## config.mk

```make
export PLATFORM = sky130hd
export DESIGN_NAME = imm_mac
export DESIGN_NICKNAME = d
export VERILOG_FILES = /design/src/rtl/core/imm_pkg.sv /design/src/rtl/core/imm_mac.sv
export SDC_FILE = /design/constraint.sdc
export NUM_CORES = 1
export LEC_CHECK = 0
export BUFFER_PORTS_ARGS = -buffer_cell sky130_fd_sc_hd__clkbuf_2
export CAP_MARGIN = 30
export CORE_MARGIN = 3
export CORE_UTILIZATION = 58
export CTS_BUF_LIST = sky130_fd_sc_hd__clkbuf_4 sky130_fd_sc_hd__clkbuf_8 sky130_fd_sc_hd__clkbuf_16
export CTS_CLUSTER_DIAMETER = 100
export DETAILED_ROUTE_END_ITERATION = 12
export PLACE_DENSITY = 0.88
export SYNTH_ARGS = -nofsm -noshare
export SYNTH_HDL_FRONTEND = slang
export SYNTH_SLANG_ARGS = --single-unit
```

## constraint.sdc

```tcl
create_clock -name clk -period 7.21 [get_ports clk]
set_clock_uncertainty 0.15 [all_clocks]
set_input_delay 0.721 -clock clk [delete_from_list [all_inputs] [get_ports clk]]
set_output_delay 0.721 -clock clk [all_outputs]
set_load 0.01 [all_outputs]
```

## src/rtl/core/imm_pkg.sv

```systemverilog
package imm_pkg;

  // Largest matrix dimension held in the stores
  localparam int MAX_DIM = 8;

  // Field widths fixed by the interface
  localparam int ROW_W   = 3;
  localparam int DIMF_W  = 4;
  localparam int DATA_W  = 32;
  localparam int CIDX_W  = 2;

  // Derived sizes
  localparam int DEPTH   = MAX_DIM * MAX_DIM;
  localparam int ADDR_W  = $clog2(DEPTH);
  localparam int CNT_W   = $clog2(MAX_DIM + 1);

  typedef enum logic [1:0] {
    ACT_WRITE_A = 2'd0,
    ACT_WRITE_B = 2'd1,
    ACT_COMPUTE = 2'd2,
    ACT_NONE    = 2'd3
  } action_t;

  typedef enum logic [CIDX_W-1:0] {
    CFG_A_ROWS     = 2'd0,
    CFG_INNER_SIZE = 2'd1,
    CFG_B_COLS     = 2'd2,
    CFG_SPARE      = 2'd3
  } cfg_idx_t;

  typedef struct packed {
    action_t              action;
    logic [ROW_W-1:0]     row;
    logic [ROW_W-1:0]     col;
    logic [DIMF_W-1:0]    end_row;
    logic signed [DATA_W-1:0] value;
  } cmd_t;

  typedef struct packed {
    logic [ROW_W-1:0]     out_row;
    logic [ROW_W-1:0]     out_col;
    logic signed [DATA_W-1:0] out_value;
    logic                 last;
  } result_t;

  // Tag that travels with one multiply-accumulate step
  typedef struct packed {
    logic             valid;
    logic             first;
    logic             lastk;
    logic             zero;
    logic             last;
    logic [ROW_W-1:0] row;
    logic [ROW_W-1:0] col;
  } step_t;

  // Clamp a dimension register to the store size
  function automatic logic [CNT_W-1:0] sat_dim(input logic [DIMF_W-1:0] v);
    logic [CNT_W-1:0] r;
    if (v > DIMF_W'(MAX_DIM)) begin
      r = CNT_W'(MAX_DIM);
    end else begin
      r = CNT_W'(v);
    end
    return r;
  endfunction

endpackage

```

## src/rtl/core/imm_mac.sv

```systemverilog
module imm_mac (
  input  logic                        clk,
  input  logic                        rst,
  input  imm_pkg::step_t              step,
  input  logic [imm_pkg::DATA_W-1:0]  a_data,
  input  logic [imm_pkg::DATA_W-1:0]  b_data,
  output logic                        pending,
  output logic                        result_valid,
  output imm_pkg::result_t            result
);

  imm_pkg::step_t              tag1;
  imm_pkg::step_t              tag2;
  logic [imm_pkg::DATA_W-1:0]  prod;
  logic [imm_pkg::DATA_W-1:0]  acc;
  logic [imm_pkg::DATA_W-1:0]  prod_next;
  logic [imm_pkg::DATA_W-1:0]  sum_next;

  // Low word of the product is all that survives the wrap
  assign prod_next = tag1.zero ? '0 : a_data * b_data;
  assign sum_next  = (tag2.first ? '0 : acc) + prod;
  assign pending   = tag1.valid | tag2.valid;

  // Advance tags alongside read data, product and sum
  always_ff @(posedge clk) begin
    if (rst) begin
      tag1.valid   <= 1'b0;
      tag2.valid   <= 1'b0;
      result_valid <= 1'b0;
    end else begin
      tag1.valid   <= step.valid;
      tag2.valid   <= tag1.valid;
      result_valid <= tag2.valid & tag2.lastk;
    end
    tag1.first <= step.first;
    tag1.lastk <= step.lastk;
    tag1.zero  <= step.zero;
    tag1.last  <= step.last;
    tag1.row   <= step.row;
    tag1.col   <= step.col;
    tag2.first <= tag1.first;
    tag2.lastk <= tag1.lastk;
    tag2.zero  <= tag1.zero;
    tag2.last  <= tag1.last;
    tag2.row   <= tag1.row;
    tag2.col   <= tag1.col;
    prod       <= prod_next;
    if (tag2.valid) begin
      acc              <= sum_next;
      result.out_row   <= tag2.row;
      result.out_col   <= tag2.col;
      result.out_value <= sum_next;
      result.last      <= tag2.last;
    end
  end

endmodule

```

==> results of run 1 <==
## registers in the layout (all words and copies together) (netlist names)
register      count
tag1             11
result            7
result_valid      1
prod             32
acc              32
tag2             10
## logic make-up (layout without fill, tap and decap cells)
group	Yosys count	after routing
AO/OA/AOI/OAI	148	148
XOR/XNOR	106	106
adder cells (fa/ha/maj)	563	563
buffers and inverters	500	664
flip-flops	93	93
multiplexers	4	4
other	0	1
AND/OR/NAND/NOR	722	722
## repair_timing
item                                    CTS  global route
buffers inserted                          0             6
endpoints found under the setup margin    4             7
hold buffers                              0             0
gates resized for setup                   2            76
pin swaps                                 2            31
## worst max-delay path, delay by kind of cell
| kind | cells | cell delay, ns |
|---|---|---|
| compound gates | 7 | 1.46 |
| fa+ha+maj | 9 | 4.36 |
| buf+inv | 5 | 0.30 |
| mux | 1 | 0.31 |
| simple gates | 1 | 0.14 |
## area by class of cell
class | instances | share of cell area
sequential | 93 | 0.1015
multi-input combinational | 1543 | 0.7159
clock inverter | 6 | 0.002312
timing repair buffer | 242 | 0.07572
antenna | 1 | 0.0001128
tap | 448 | 0.02526
clock buffer | 10 | 0.01049
inverter | 406 | 0.06867
## layer usage
layer  GRT usage  up-vias
met4     0.09258        0
met5           0        -
met3     0.05245      147
met1      0.3799     7573
li1            -     6728
met2      0.4676      767
## worst min-delay path by stage
stage | end | start | slack [ns] | cells past startpoint
floorplan | tag2[0] | tag1[0] | 0.16 | 0
global placement | tag2[9] | tag1[9] | 0.16 | 0
detailed placement | tag2[3] | tag1[3] | 0.16 | 0
CTS | tag2[3] | tag1[3] | 0.18 | 0
global route | tag2[6] | tag1[6] | 0.19 | 0
finish | tag2[3] | tag1[3] | 0.18 | 0
## layout by cell type (no fill, tap or decap), drive strengths merged, types with 2 or more instances in the layout
cell type	n
a211oi	13
a21o	25
a21oi	40
a311oi	2
a31oi	2
and2	272
and3	6
and4	3
buf	135
clkbuf	117
dfxtp	54
edfxtp	39
fa	409
ha	154
inv	411
mux2	3
nand2	276
nand2b	9
nand3	9
nand4	6
nand4b	2
nor2	63
nor2b	43
nor3	21
nor3b	2
o2111ai	2
o211ai	2
o21a	7
o21ai	33
o21bai	6
o41ai	3
or2	4
xnor2	78
xor2	27
## stage by stage
stage / hold WS, ns / setup WS (ns) / area (µm²) / util / setup TNS (ns)
finish: 0.1783 / -0.02071 / 22190 / 0.6602 / -0.02071
global route: 0.1857 / -0.2141 / 22190 / 0.6601 / -0.5013
CTS: 0.1789 / 0.01449 / 21960 / 0.6533 / 0
detailed placement: 0.1636 / -0.5228 / 21670 / 0.6447 / -2.697
global placement: 0.1634 / -0.2688 / 21670 / 0.6447 / -1.000
floorplan: 0.1596 / 0.005624 / 19970 / - / 0
==> flow_summary.toml, run 1 <==
[floorplanning]
die-area_mm2 = 0.03651
start_util = 0.5910
num_io_pins = 118
num_rows = 67
die_x_um = 191.1
die_h_um = 191.1
coreArea_mm2 = 0.03362

[setup_path]
worst_path_most_repeated_cell = "fa_1"
endpoint_kind = "register"
path_cells = "buf_6 -> and2_4 -> fa_1 -> inv_1 -> fa_1 -> fa_1 -> fa_1 -> inv_2 -> fa_1 -> inv_2 -> fa_2 -> inv_2 -> fa_2 -> fa_2 -> ha_4 -> a21o_1 -> a21o_1 -> o21ai_2 -> o2bb2ai_2 -> a31oi_2 -> a211o_1 -> o41a_1 -> mux2_4"
startpoint_type = "primary input"
crit_start = "a_data[14]"
reg2regPathDepth = 13
path_class = "in2reg"
r2r-start = "tag2[9]"
cp_max_fo = 5
reg2reg_slack_ns = 3.42
critPathMaxStageDelay_ns = 0.57
arrival_ns = 7.30
required_ns = 7.28
endpoint = "prod[30]"
crit_slowest_cell = "fa_1"
r2r-end = "acc[28]"

[global_routing]
grt_overflow_total = 0
grt_pass1_vias = 16310
grt_max_degree = 42
track_usage = 0.2828
antenna_found_initial = 1
grt_pass1_wl_um = 81880

[route]
ant_nets = 0
routedWlPerCell_um = 18.37
top_layer = "met4"
vias = 15220
wl_met2_um = 23930
first_pass_iters = 5
m1WireLength_um = 19860
drcViolationCount = 0
vias_per_cell = 5.535
drt_iter0_markers = 1032
routed_wl_um = 50490
met3WireLength_um = 4832

[job]
drv_cap = 0

[clocking]
cts_buffers = 9
cts.sinks = 93
cts.clk_slew.worst_paths_ns = 0.07
cts_tree = "built"
htree_levels = 3
cts-root-buf = "clkbuf_16"
clock_latency_ns = 0.34
clockBufferDepth = 2

[timing]
fmax_mhz = 138.3
setup_viol = 1
maxSlewHeadroom = 0.3522
slew_violations = 0
hold_violations = 0
worstMarginPinSlew_ns = 0.9717
finalCritPeriodShare = 1.003
setup_ws_ns = -0.02071
min_period_ns = 7.231
rsz0062_at_grt = "true"

[yosys]
synth_cell_type_count = 59
synth-simple-area-share = 0.1840
synth_edf_count = 39
synth_most_common_cell = "fa_1"
synth-xor-area-share = 0.04742
synth_ff_type = "dfxtp_1"
synth_top_family_by_area = "adder cells"
syn_inst = 2136
synth-seq-cells = 93
syn_avg_cell_area_um2 = 9.301
syn_area_mm2 = 0.01987
yosysWarnings = 0
synth_nets = 2776
async_flop_share = 0
synthMuxAreaShare = 0.002393
synth_top_area_cell = "fa_1"
synth.top_cell.area_share = 0.4121
synth-compound-area-share = 0.04931
synth_fa_ha_area_frac = 0.5091
netlist_top_cells_count = "fa_1, inv_1, nand2_1"
synth_area_leaders = "fa_1, ha_1, and2_1"
yosysSeqAreaShare = 0.1134

[cells_and_area]
register_area_mm2 = 0.002253
syn_to_final_growth_pct = 11.70
instances_no_fill = 2749
multi_input_area_mm2 = 0.01589
fin_nets = 2935
layout-drive-gt1-share = 0.1335
fillers = 2409

[place]
dp.final_hpwl_um = 42740
globalplace.congestion = 0.9439
place_inst = 2726
io_buffers = 117

[min_path]
hold_class = "reg2reg"

[status]
violations = "negative setup slack"
outcome = "finished with violations"
Power of run 1 is not shown: default switching activity piles up to over one toggle a cycle in this logic, so the estimate is an artifact.
==> inputs of run 2 (changes only) <==
- ABC_AREA: unset -> 1
- PLACE_DENSITY: 0.88 -> 0.87
==> run 2 against run 1 <==
The run now ends clean. Non-clock buffer count is 6 lower. Final cell count is 21% higher. Synthesized area is 5.1% higher. Die area is 5.0% higher. Utilization is 0.68 points lower. Global-route usage is 1.8 points higher. Via count is 16% higher. First-iteration DRC count is 20% higher. Setup slack better by 0.23 ns. Worst hold slack worse by 0.0011 ns. Wire length is 13% higher.
==> flow_summary.toml, run 2 <==
[clocking]
clock_latency_ns = 0.34
cts_hold_buf = 0
cts.clk_slew.worst_paths_ns = 0.07
htree_levels = 3
cts-root-buf = "clkbuf_16"
cts_buffers = 9
cts.sinks = 93
cts_tree = "built"
clockBufferDepth = 2

[min_path]
hold_class = "reg2reg"

[setup_path]
required_ns = 7.33
crit_slowest_cell = "fa_1"
endpoint_kind = "register"
startpoint_type = "primary input"
arrival_ns = 7.12
path_class = "in2reg"
critPathMaxStageDelay_ns = 0.56
cp_max_fo = 15
worst_path_most_repeated_cell = "fa_1"

[yosys]
yosysSeqAreaShare = 0.1078
synth_cell_type_count = 43
synth_fa_ha_area_frac = 0.4843
synth-compound-area-share = 0.05026
synth-xor-area-share = 0.02097
synth-simple-area-share = 0.1711
synth_top_family_by_area = "adder cells"
synth-seq-cells = 93
synth_top_area_cell = "fa_1"
syn_area_mm2 = 0.02089
yosysWarnings = 0
synth_nets = 3357
synthMuxAreaShare = 0
async_flop_share = 0
synth.top_cell.area_share = 0.3920
netlist_top_cells_count = "inv_1, nand2_1, fa_1"
syn_inst = 2717
synth_most_common_cell = "inv_1"
synth_ff_type = "dfxtp_1"
synth_edf_count = 39
synth_area_leaders = "fa_1, inv_1, nand2_1"
syn_avg_cell_area_um2 = 7.687

[cells_and_area]
fin_nets = 3496
register_area_mm2 = 0.002253
multi_input_area_mm2 = 0.01522
layout_commonest_cell = "inv_1"
fin_util = 0.6534
fillers = 2827
layout-drive-gt1-share = 0.09752
layout_common_cells = "inv_1, nand2_1, fa_1"
reg.largest.list = "acc (32), prod (32), tag1 (11)"
syn_to_final_growth_pct = 9.669
diodes = 0

[timing]
setup_viol = 0
hold_violations = 0
worstMarginPinSlew_ns = 0.7253
slew_violations = 0
maxSlewHeadroom = 0.5159
fmax_mhz = 142.7
min_period_ns = 7.006
rsz0062_at_grt = "false"
finalCritPeriodShare = 0.9717

[global_routing]
grt_max_degree = 42
grt_pass1_wl_um = 92060
antenna_found_initial = 0
grt_overflow_total = 0
track_usage = 0.3006
grt_pass1_vias = 19040

[floorplanning]
start_util = 0.5958
die-area_mm2 = 0.03832
coreArea_mm2 = 0.03505
num_io_pins = 118
die_x_um = 195.8
num_rows = 68
die_h_um = 195.8

[place]
globalplace.congestion = 0.9790
io_buffers = 117
dp.final_hpwl_um = 48420

[route]
drt_iter0_markers = 1238
vias = 17680
routed_wl_um = 56850
vias_per_cell = 5.330
routedWlPerCell_um = 17.15
drcViolationCount = 0
ant_nets = 0
first_pass_iters = 7

[job]
drv_cap = 0

[status]
outcome = "completed"
## run 2: changes by cell type in the layout (fill, tap and decap cells not counted), sizes merged, moves of 13 or more
cell and change:
a211oi -13, a21o -17, a21oi +53, and2 -271, buf -14, inv +392
nand2 +469, nand3 +45, nor2 +29, nor2b -43, o21ai +24, xnor2 -57
## run 2: through the flow
step | setup WS (ns) | hold WS (ns) | std cells | instance area [µm²] | TNS [ns]
final | 0.2044 | 0.1773 | 3316 | 22900 | 0
after global routing | 0.001303 | 0.1860 | 3316 | 22900 | 0
after CTS | 0.08212 | 0.1774 | 3313 | 22830 | 0
after detailed placement | -0.4685 | 0.1621 | 3297 | 22520 | -1.171
after global placement | -0.4071 | 0.1598 | 3297 | 22520 | -0.8922
after floorplan | 0.1117 | 0.1596 | 2717 | 20890 | 0
## run 2: path summary, 6_finish.rpt
check / cells past startpoint / slack (ns) / from / endpoint
worst max register to register: 15 / 4.11 / tag2[9] / acc[18]
worst min-delay path: 0 / 0.18 / tag1[0] / tag2[0]
worst min register to register: 0 / 0.18 / tag1[0] / tag2[0]
worst max-delay path: 25 / 0.20 / b_data[2] / prod[26]
## run 2: area by class of cell
class,instances,share of cell area
Multi-Input combinational cell,1716,0.6645
Timing Repair Buffer,236,0.06796
Sequential cell,93,0.09838
Clock inverter,6,0.003004
Tap cell,455,0.02486
Clock buffer,10,0.01016
Inverter,800,0.1311
## run 2: cell families (layout without fill, tap and decap cells)
logic type | Yosys count | after routing
AOI/OAI and AO/OA | 186 | 186
xor gates and xnor gates | 50 | 50
adders and majority gates | 563 | 563
buffers and inverters | 908 | 1052
DFF | 93 | 93
and+or+nand+nor | 917 | 917
## run 2: critical path, delay by kind of cell
family / cells / cell delay, ns
compound gates: 4 / 0.47
fa+ha+maj: 9 / 4.18
buf+inv: 7 / 0.78
simple gates: 5 / 0.97
## run 2: repair_timing
item / in CTS / in global routing
endpoints found under the setup margin: 2 / 4
setup buffers: 0 / 2
pin swaps: 0 / 4
resized for setup: 1 / 12
## run 2: layer usage
| metal | vias up | GRT usage | part of all wire |
|---|---|---|---|
| met3 | 263 | 0.03521 | 0.068 |
| met1 | 8548 | 0.3415 | 0.35 |
| met5 | - | 0 | 0 |
| li1 | 8042 | - | - |
| met2 | 822 | 0.5493 | 0.51 |
| met4 | 0 | 0.1677 | 0.067 |
Power of run 2 is left out for the same reason.
