--- src/rtl/core/imm_pkg.sv ---
package imm_pkg;

  // Largest matrix dimension held in the stores
  localparam int MAX_DIM = 8;

  // Field widths fixed by the interface
  localparam int ROW_W   = 3;
  localparam int DIMF_W  = 4;
  localparam int DATA_W  = 32;
  localparam int CIDX_W  = 2;

  // Derived sizes
  localparam int DEPTH   = MAX_DIM * MAX_DIM;
  localparam int ADDR_W  = $clog2(DEPTH);
  localparam int CNT_W   = $clog2(MAX_DIM + 1);

  typedef enum logic [1:0] {
    ACT_WRITE_A = 2'd0,
    ACT_WRITE_B = 2'd1,
    ACT_COMPUTE = 2'd2,
    ACT_NONE    = 2'd3
  } action_t;

  typedef enum logic [CIDX_W-1:0] {
    CFG_A_ROWS     = 2'd0,
    CFG_INNER_SIZE = 2'd1,
    CFG_B_COLS     = 2'd2,
    CFG_SPARE      = 2'd3
  } cfg_idx_t;

  typedef struct packed {
    action_t              action;
    logic [ROW_W-1:0]     row;
    logic [ROW_W-1:0]     col;
    logic [DIMF_W-1:0]    end_row;
    logic signed [DATA_W-1:0] value;
  } cmd_t;

  typedef struct packed {
    logic [ROW_W-1:0]     out_row;
    logic [ROW_W-1:0]     out_col;
    logic signed [DATA_W-1:0] out_value;
    logic                 last;
  } result_t;

  // Tag that travels with one multiply-accumulate step
  typedef struct packed {
    logic             valid;
    logic             first;
    logic             lastk;
    logic             zero;
    logic             last;
    logic [ROW_W-1:0] row;
    logic [ROW_W-1:0] col;
  } step_t;

  // Clamp a dimension register to the store size
  function automatic logic [CNT_W-1:0] sat_dim(input logic [DIMF_W-1:0] v);
    logic [CNT_W-1:0] r;
    if (v > DIMF_W'(MAX_DIM)) begin
      r = CNT_W'(MAX_DIM);
    end else begin
      r = CNT_W'(v);
    end
    return r;
  endfunction

endpackage

--- src/rtl/core/imm_ctrl.sv ---
module imm_ctrl (
  input  logic                              clk,
  input  logic                              rst,
  input  logic                              start,
  input  imm_pkg::cmd_t                     cmd,
  input  logic                              cfg_valid,
  input  logic [imm_pkg::CIDX_W-1:0]        cfg_index,
  input  logic [imm_pkg::DIMF_W-1:0]        cfg_data,
  input  logic                              pending,
  output logic                              busy,
  output imm_pkg::step_t                    step,
  output logic [imm_pkg::ADDR_W-1:0]        a_addr,
  output logic [imm_pkg::ADDR_W-1:0]        b_addr
);

  typedef enum logic [1:0] {ST_IDLE, ST_RUN, ST_DRAIN} state_t;

  state_t                         state;
  logic [imm_pkg::DIMF_W-1:0]     a_rows;
  logic [imm_pkg::DIMF_W-1:0]     inner_size;
  logic [imm_pkg::DIMF_W-1:0]     b_cols;
  logic [imm_pkg::CNT_W-1:0]      i_cnt;
  logic [imm_pkg::CNT_W-1:0]      j_cnt;
  logic [imm_pkg::CNT_W-1:0]      k_cnt;
  logic [imm_pkg::CNT_W-1:0]      end_lim;
  logic [imm_pkg::CNT_W-1:0]      cols;
  logic [imm_pkg::CNT_W-1:0]      inner;

  logic                           accept;
  logic [imm_pkg::CNT_W-1:0]      rows_sat;
  logic [imm_pkg::CNT_W-1:0]      end_next;
  logic [imm_pkg::CNT_W-1:0]      cols_next;
  logic                           run_ok;
  logic                           k_last;
  logic                           j_last;
  logic                           i_last;

  assign accept    = start & ~busy;
  assign busy      = (state != ST_IDLE);
  assign rows_sat  = imm_pkg::sat_dim(a_rows);
  assign cols_next = imm_pkg::sat_dim(b_cols);
  assign end_next  = (cmd.end_row > imm_pkg::DIMF_W'(rows_sat)) ? rows_sat
                                                                 : imm_pkg::CNT_W'(cmd.end_row);
  assign run_ok    = (imm_pkg::DIMF_W'(cmd.row) < imm_pkg::DIMF_W'(end_next)) &&
                     (cols_next != '0);

  // An empty inner dimension still takes one zero step per entry
  assign k_last = (inner == '0) || (k_cnt + 1'b1 == inner);
  assign j_last = (j_cnt + 1'b1 == cols);
  assign i_last = (i_cnt + 1'b1 == end_lim);

  // Issue one product step per cycle
  always_comb begin
    step.valid = (state == ST_RUN);
    step.first = (k_cnt == '0);
    step.lastk = k_last;
    step.zero  = (inner == '0);
    step.last  = i_last & j_last;
    step.row   = imm_pkg::ROW_W'(i_cnt);
    step.col   = imm_pkg::ROW_W'(j_cnt);
    a_addr = imm_pkg::ADDR_W'(i_cnt) * imm_pkg::ADDR_W'(imm_pkg::MAX_DIM) +
             imm_pkg::ADDR_W'(k_cnt);
    b_addr = imm_pkg::ADDR_W'(k_cnt) * imm_pkg::ADDR_W'(imm_pkg::MAX_DIM) +
             imm_pkg::ADDR_W'(j_cnt);
  end

  // Hold configuration, sequence the i, j, k walk
  always_ff @(posedge clk) begin
    if (rst) begin
      state      <= ST_IDLE;
      a_rows     <= imm_pkg::DIMF_W'(imm_pkg::MAX_DIM);
      inner_size <= imm_pkg::DIMF_W'(imm_pkg::MAX_DIM);
      b_cols     <= imm_pkg::DIMF_W'(imm_pkg::MAX_DIM);
    end else begin
      if (cfg_valid) begin
        case (imm_pkg::cfg_idx_t'(cfg_index))
          imm_pkg::CFG_A_ROWS:     a_rows     <= cfg_data;
          imm_pkg::CFG_INNER_SIZE: inner_size <= cfg_data;
          imm_pkg::CFG_B_COLS:     b_cols     <= cfg_data;
          default: ;
        endcase
      end
      case (state)
        ST_IDLE: begin
          if (accept && cmd.action == imm_pkg::ACT_COMPUTE && run_ok) begin
            state   <= ST_RUN;
            i_cnt   <= imm_pkg::CNT_W'(cmd.row);
            j_cnt   <= '0;
            k_cnt   <= '0;
            end_lim <= end_next;
            cols    <= cols_next;
            inner   <= imm_pkg::sat_dim(inner_size);
          end
        end
        ST_RUN: begin
          if (k_last) begin
            k_cnt <= '0;
            if (j_last) begin
              j_cnt <= '0;
              i_cnt <= i_cnt + 1'b1;
              if (i_last) begin
                state <= ST_DRAIN;
              end
            end else begin
              j_cnt <= j_cnt + 1'b1;
            end
          end else begin
            k_cnt <= k_cnt + 1'b1;
          end
        end
        ST_DRAIN: begin
          if (!pending) begin
            state <= ST_IDLE;
          end
        end
        default: state <= ST_IDLE;
      endcase
    end
  end

endmodule

--- config.mk ---
export PLATFORM = sky130hd
export DESIGN_NAME = imm_ctrl
export DESIGN_NICKNAME = d
export VERILOG_FILES = /design/src/rtl/core/imm_pkg.sv /design/src/rtl/core/imm_ctrl.sv
export SDC_FILE = /design/constraint.sdc
export NUM_CORES = 1
export LEC_CHECK = 0
export ABC_AREA = 1
export BUFFER_PORTS_ARGS = -buffer_cell sky130_fd_sc_hd__buf_4
export CORE_ASPECT_RATIO = 1.1
export CORE_MARGIN = 3
export CORE_UTILIZATION = 50
export CTS_CLUSTER_DIAMETER = 40
export DETAILED_ROUTE_END_ITERATION = 10
export GPL_ROUTABILITY_DRIVEN = 0
export PLACE_DENSITY = 0.92
export SLEW_MARGIN = 20
export SYNTH_ARGS = -nofsm -noshare
export SYNTH_HDL_FRONTEND = slang
export SYNTH_SLANG_ARGS = --single-unit
--- constraint.sdc ---
create_clock -name clk -period 7.5 [get_ports clk]
set_input_delay 0.75 -clock clk [delete_from_list [all_inputs] [get_ports clk]]
set_output_delay 0.75 -clock clk [all_outputs]
set_load 0.01 [all_outputs]
==> results of run 1 <==
-- area by class of cell --
class                   instances  area share [%]
flip-flops and latches         38            39.7
well taps                      52            2.58
clock buffers                   6            2.88
inverters                      37            5.51
repair buffers                 43            12.8
clock inverters                 2           0.397
multi-input cells             154            36.1
-- layer usage --
layer  GRT usage [%]  vias up  share of wire (%)
met5               0        -                  0
met4            6.62        0                1.7
met3            5.67        7                8.0
met2            27.6       53                 48
met1            18.7      713                 42
li1                -      852                  -
-- path summary, 6_finish.rpt --
path,end,cells after the start
worst min-delay path,inner_size[0],2
worst min register to register,inner_size[0],2
worst max register to register,cols[2],18
worst max-delay path,cols[2],18
-- power groups by stage --
stage	clock [mW]	sequential, mW	combinational [mW]
global placement	0	0.297	0.277
detailed placement	0	0.299	0.287
global route	0.144	0.298	0.326
CTS	0.134	0.295	0.289
finish	0.131	0.295	0.287
floorplan	0	0.291	0.212
-- synthesized netlist by cell type --
cell type,n,area [µm²]
a21oi_1,14,70.1
and2_1,1,6.26
buf_4,13,97.6
clkbuf_1,3,11.3
dfxtp_1,14,280
edfxtp_1,24,721
ha_1,14,175
inv_1,36,135
inv_2,1,3.75
nand2_1,32,120
nand2_2,2,12.5
nand3_1,16,80.1
nand3_2,1,10.0
nand4_1,1,6.26
nor2_1,27,101
nor2_2,1,6.26
nor2_4,1,11.3
nor3_1,4,20.0
nor3_2,1,10.0
nor3b_1,1,7.51
nor4_1,2,12.5
o211ai_1,2,15.0
o21ai_0,13,65.1
o21ai_2,1,8.76
or2_0,2,12.5
xnor2_1,9,78.8
xor2_1,9,78.8
-- cell families after synthesis --
family | count (synthesis) | synth area share (%)
adders and majority gates | 14 | 8.12
buffers and inverters | 53 | 11.5
and+or+nand+nor | 92 | 19.3
DFF | 38 | 46.4
xor gates and xnor gates | 18 | 7.31
AOI/OAI and AO/OA | 30 | 7.37
-- tightest hold or removal path: cells and delay by family (launching register included) --
family / cells / cell delay [ns]
DFF: 1 / 0.31
AOI/OAI and AO/OA: 1 / 0.05
buffers and inverters: 1 / 0.06
-- sequential cells by signal, indices dropped and copies added (netlist names), 4 cells and up --
name	flops
cols	4
k_cnt	4
j_cnt	4
b_cols	4
i_cnt	4
end_lim	4
inner_size	4
a_rows	4
inner	4
==> flow_metrics.tcl, run 1 <==
set metrics [dict create \
    outcome "completed" \
    fp-row-count 24 \
    top_level_ports 79 \
    final_cell_mix "43 x buf_4, 36 x inv_1, 32 x nand2_1, 27 x nor2_1, 24 x edfxtp_1" \
    netSwitchingFraction_pct 35.8 \
    dp.cells 324 \
    holdCritStartpoint "inner_size[0]" \
    cts_made_buffers 5 \
    rr_startpoint "a_rows[1]" \
    io_buffers 43 \
    skew_ns 0.00505 \
    overflow 0 \
    power_uw 712 \
    setup_violations 0 \
    rrSetupSlack_ns 4.13 \
    place_ws_ns 3.91 \
    dieWidth_um 68.6 \
    critical_path_class "register to register" \
    holdBufCountCts 0 \
    startpoint "a_rows[1]" \
    route.detailed.drc 0 \
    power_density_mw_per_mm2 283 \
    finalWirelength_um 3800 \
    grt_pass1_vias 1467 \
    pwr-share-comb_pct 40.2 \
    path_cells "inv_1 -> nand3_1 -> a21oi_1 -> inv_1 -> ha_1 -> nand2_1 -> nand2_1 -> nand2_1 -> nand2_1 -> nand2_1 -> o21ai_0 -> inv_1 -> ha_1 -> nand2_1 -> nand2_1 -> nand2_1 -> nand3_1 -> nor2_1" \
    endpoint_kind "register" \
    yosys_warnings 0 \
    critPathArrivalTime_ns 3.28 \
    wl_per_cell_um 11.5 \
    worst_pin_slew_ns 0.904 \
    ys_ff_latch 38 \
    peakVddDrop_mv 0.163 \
    crit_required_ns 7.41 \
    crit_family "simple AND/OR/NAND/NOR gates" \
    first_pass_iters 4 \
    final_util_pct 62.1 \
    final_nets 348 \
    ys_types 27 \
    drtIter0Drc 45 \
    synth_fp_nets 314 \
    cts_tree "done" \
    coreArea_mm2 0.00405 \
    fin_setup_tns_ns 0 \
    avgSynthCellArea_um2 8.80 \
    cp_max_fo 12 \
    layout_commonest_cell "buf_4" \
    multi_input_area_um2 908 \
    hold_violations 0 \
    initial_utilization_pct 53.2 \
    path_clk_slew_ns 0.07 \
    slew_headroom_pct 39.5 \
    crit_path_frequent_cell "nand2_1" \
    areaGrowthSynthToFinish_pct 16.8 \
    grtUsageTotal_pct 16.3 \
    grt_pass1_wl_um 6140 \
    drive_gt1_share_pct 20.7 \
    diodes 0 \
    fin_crit_sh_pct 44.9 \
    fin_crit_ns 3.37 \
    ys_seq_area_share_pct 46.4 \
    hpwl_um 3030 \
    critPathBufInv 3 \
    cts.sinks 38 \
    worst_slack_ns 4.13 \
    p_leak_nw 1.13 \
    grt_antenna_before_repair 0 \
    seq_power_share_pct 41.3 \
    dpl_cell_area_mm2 0.00244 \
    design_area_mm2 0.00252 \
    die_area_mm2 0.00514 \
    clockRootBuffer "clkbuf_8" \
    rsz0062_at_grt "no" \
    slowest_delay_ns 0.72 \
    instances_no_fill 332 \
    post_cts_buffers 0 \
    ant_nets 0 \
    power.internal_uw 457 \
    regArea_mm2 0.00100 \
    vias_per_cell 4.89 \
    insertion_delay_ns 0.29 \
    syn-cell-area_mm2 0.00216 \
    nFillCells 365 \
    fp.dieH_um 74.9 \
    min_path_type "register to register" \
    syn_inst 245 \
    clock_path_buffers 2 \
    drv_slew 0 \
    slowest_stage "nor2_1" \
    power.clock.fraction_pct 18.4 \
    critPathLaunchType "register" \
    vias 1625 \
    cts_resized 0 \
    htreeDepth 2 \
    timing.hold.ws_ns 0.469 \
    cap_viol_max_count 0 \
    max_freq_ghz 0.297 \
    grt_start_max_net_pins 15 \
    netSwitchingPower_uw 255 \
]
Power figures use the tool's default switching activity.
==> inputs of run 2 (changes only) <==
- ABC_AREA: 1 -> 0
- PLACE_DENSITY: 0.92 -> 0.91
- clock period: 7.5 -> 3.1 ns (I/O delays scaled with it)
==> flow_metrics.tcl, run 2 <==
set metrics [dict create \
    r2r_end "k_cnt[0]" \
    crit_required_ns 3.06 \
    min_path_type "input port to register" \
    syn_inst 209 \
    synth.most_common_cell "edfxtp_1" \
    diodes 0 \
    finalWirelength_um 4140 \
    critPathArrivalTime_ns 2.90 \
    critical_path_class "register to register" \
    wl_per_cell_um 13.5 \
    fin_crit_sh_pct 94.6 \
    worst_pin_slew_ns 0.538 \
    endpoint_kind "register" \
    max_freq_ghz 0.341 \
    startpoint "a_rows[3]" \
    p_leak_nw 1.20 \
    critPathLaunchType "register" \
    final_nets 320 \
    grt_start_max_net_pins 19 \
    synth-edff-count 24 \
    muxShareOfSynthArea_pct 4.35 \
    peakVddDrop_mv 0.230 \
    grtUsageTotal_pct 15.8 \
    instances_no_fill 306 \
    drv_slew 0 \
    cp_max_fo 7 \
    top_level_ports 79 \
    power_density_mw_per_mm2 395 \
    slowest_stage "a311oi_4" \
    synthTopCellsByArea "edfxtp_1 31%, dfxtp_1 12%, ha_1 7.5%" \
    synth_compound_area_share_pct 11.3 \
    io_buffers 43 \
    cts_made_buffers 5 \
    hpwl_um 3200 \
    r2r_cells 13 \
    avgSynthCellArea_um2 11.2 \
    skew_ns 0.00791 \
    grt_util_met1_pct 18.9 \
    fp-row-count 25 \
    crit_path_end "k_cnt[0]" \
    holdBufCountCts 0 \
    post_cts_buffers 0 \
    layout_commonest_cell "buf_4" \
    overflow 0 \
    vias 1623 \
    dp.cells 298 \
    gr-max-usage-layer "met2" \
    synth_xor_area_share_pct 10.6 \
    met3_usage_pct 3.89 \
    async_flop_share_pct 0 \
    vias_per_cell 5.30 \
    grt_antenna_before_repair 0 \
    path_clk_slew_ns 0.08 \
    insertion_delay_ns 0.28 \
    power_mw 1.10 \
    drive_gt1_share_pct 31.7 \
    synth_top_family_by_area "simple AND/OR/NAND/NOR gates" \
    met2_usage_pct 26.7 \
    syn-cell-area_mm2 0.00233 \
    ys_seq_area_share_pct 42.9 \
    final_cell_mix "54 x buf_4, 24 x edfxtp_1, 21 x nor2_1" \
    outcome "completed" \
    first_pass_iters 4 \
    yosys.area_share.simple_pct 16.0 \
    coreArea_mm2 0.00441 \
    synthAdderAreaFrac_pct 7.51 \
    rsz0062_at_grt "no" \
    rr_startpoint "a_rows[3]" \
    ys.flop_type "edfxtp_1" \
    drtIter0Drc 62 \
    dieWidth_um 71.1 \
    synthTopCellsByCount "24 x edfxtp_1, 21 x nor2_1, 14 x dfxtp_1, 14 x ha_1, 14 x nand2_1" \
    fin_crit_ns 2.93 \
    slew_headroom_pct 63.8 \
    synth_fp_nets 278 \
    slowest_delay_ns 0.37 \
    cts_tree "done" \
    yosysTopAreaCellShare_pct 30.9 \
    cap_viol_max_count 0 \
    path_cells "inv_2 -> nand2_1 -> ha_1 -> and2b_1 -> o211ai_2 -> a21o_1 -> nand2_1 -> o21a_1 -> ha_1 -> nor2_1 -> o31ai_2 -> buf_4 -> a311oi_4" \
    clock_path_buffers 2 \
    cts.sinks 38 \
    initial_utilization_pct 52.9 \
    yosys_warnings 0 \
    synth_top_cell_by_area "edfxtp_1" \
    grt_pass1_vias 1605 \
    setup_violations 0 \
    grt_pass1_wl_um 6960 \
    ys_types 53 \
    areaGrowthSynthToFinish_pct 19.5 \
    ant_nets 0 \
    rrSetupSlack_ns 0.17 \
    route.detailed.drc 0 \
    htreeDepth 2 \
    fp.dieH_um 77.6 \
    ys_ff_latch 38 \
    hold_violations 0 \
    nFillCells 344 \
    die_area_mm2 0.00552 \
    clockRootBuffer "clkbuf_8" \
]
==> run 2: cell types whose count changed after synthesis, sizes merged, moves of 3 or more <==
cell,change
inv,-26
nand2,-20
nand3,-13
a21oi,-11
mux2i,+9
nor2b,+8
nor2,-6
o21ai,-6
nor3,-5
a211o,+3
xnor3,+3
==> run 2: cell families after synthesis <==
kind of cell / after synthesis
simple gates: 67
flops: 38
compound gates: 30
buf+inv: 30
xor+xnor: 20
fa+ha+maj: 14
mux: 10
==> run 2: power by group <==
| part | switching (mW) | internal [mW] | leakage [nW] | total [mW] |
|---|---|---|---|---|
| logic | 0.101 | 0.103 | 0.828 | 0.204 |
| clock network | 0.165 | 0.154 | 0.0416 | 0.319 |
| registers | 0.0178 | 0.559 | 0.327 | 0.577 |
==> run 2: worst min-delay path by stage <==
stage | start | to | cells past startpoint
3_5_place_dp | a_rows[1] | a_rows[1] | 2
3_3_place_gp | inner_size[2] | inner_size[2] | 2
4_1_cts | cfg_data[3] | a_rows[3] | 2
2_1_floorplan | cfg_data[3] | a_rows[3] | 1
5_1_grt | cfg_data[3] | a_rows[3] | 2
6_report | cfg_data[3] | a_rows[3] | 2
==> run 2: per-stage QoR <==
step	setup slack [ns]	cell area [µm²]	hold slack, ns	util (%)	setup TNS [ns]
after detailed placement	-0.0536	2680	0.488	60.7	-0.214
after global placement	-0.0244	2680	0.471	60.7	-0.0975
after global routing	0.00394	2790	0.236	63.1	0
after floorplan	0.0138	2330	0.428	-	0
final	0.167	2790	0.243	63.1	0
after CTS	0.107	2770	0.233	62.8	0
==> run 2: timing repair <==
item	4_1_cts	5_1_grt
gates resized for setup	1	2
endpoints found under the hold margin	0	0
gates cloned	0	0
setup endpoints to repair	4	8
==> run 2: layer usage <==
layer	wire length, µm	part of all wire, %	vias to the layer above
li1	-	-	816
met1	1760	43	759
met2	2160	52	42
met3	179	4.3	6
met4	40	0.97	0
met5	0	0	-
==> run 2: critical path: cells and delay by family, from the launching register on <==
| kind | cells | cell delay (ns) |
|---|---|---|
| simple gates | 4 | 0.50 |
| compound gates | 5 | 0.97 |
| flops | 1 | 0.31 |
| fa+ha+maj | 2 | 0.56 |
| buf+inv | 2 | 0.26 |
==> run 2: layout make-up <==
cell class | count | area, µm² | area share (%)
Sequential cell | 38 | 1000 | 35.9
Clock buffer | 5 | 68.8 | 2.47
Multi-Input combinational cell | 141 | 1180 | 42.5
Tap cell | 54 | 67.6 | 2.43
Inverter | 11 | 41.3 | 1.48
Timing Repair Buffer | 54 | 405 | 14.6
Clock inverter | 3 | 16.3 | 0.584
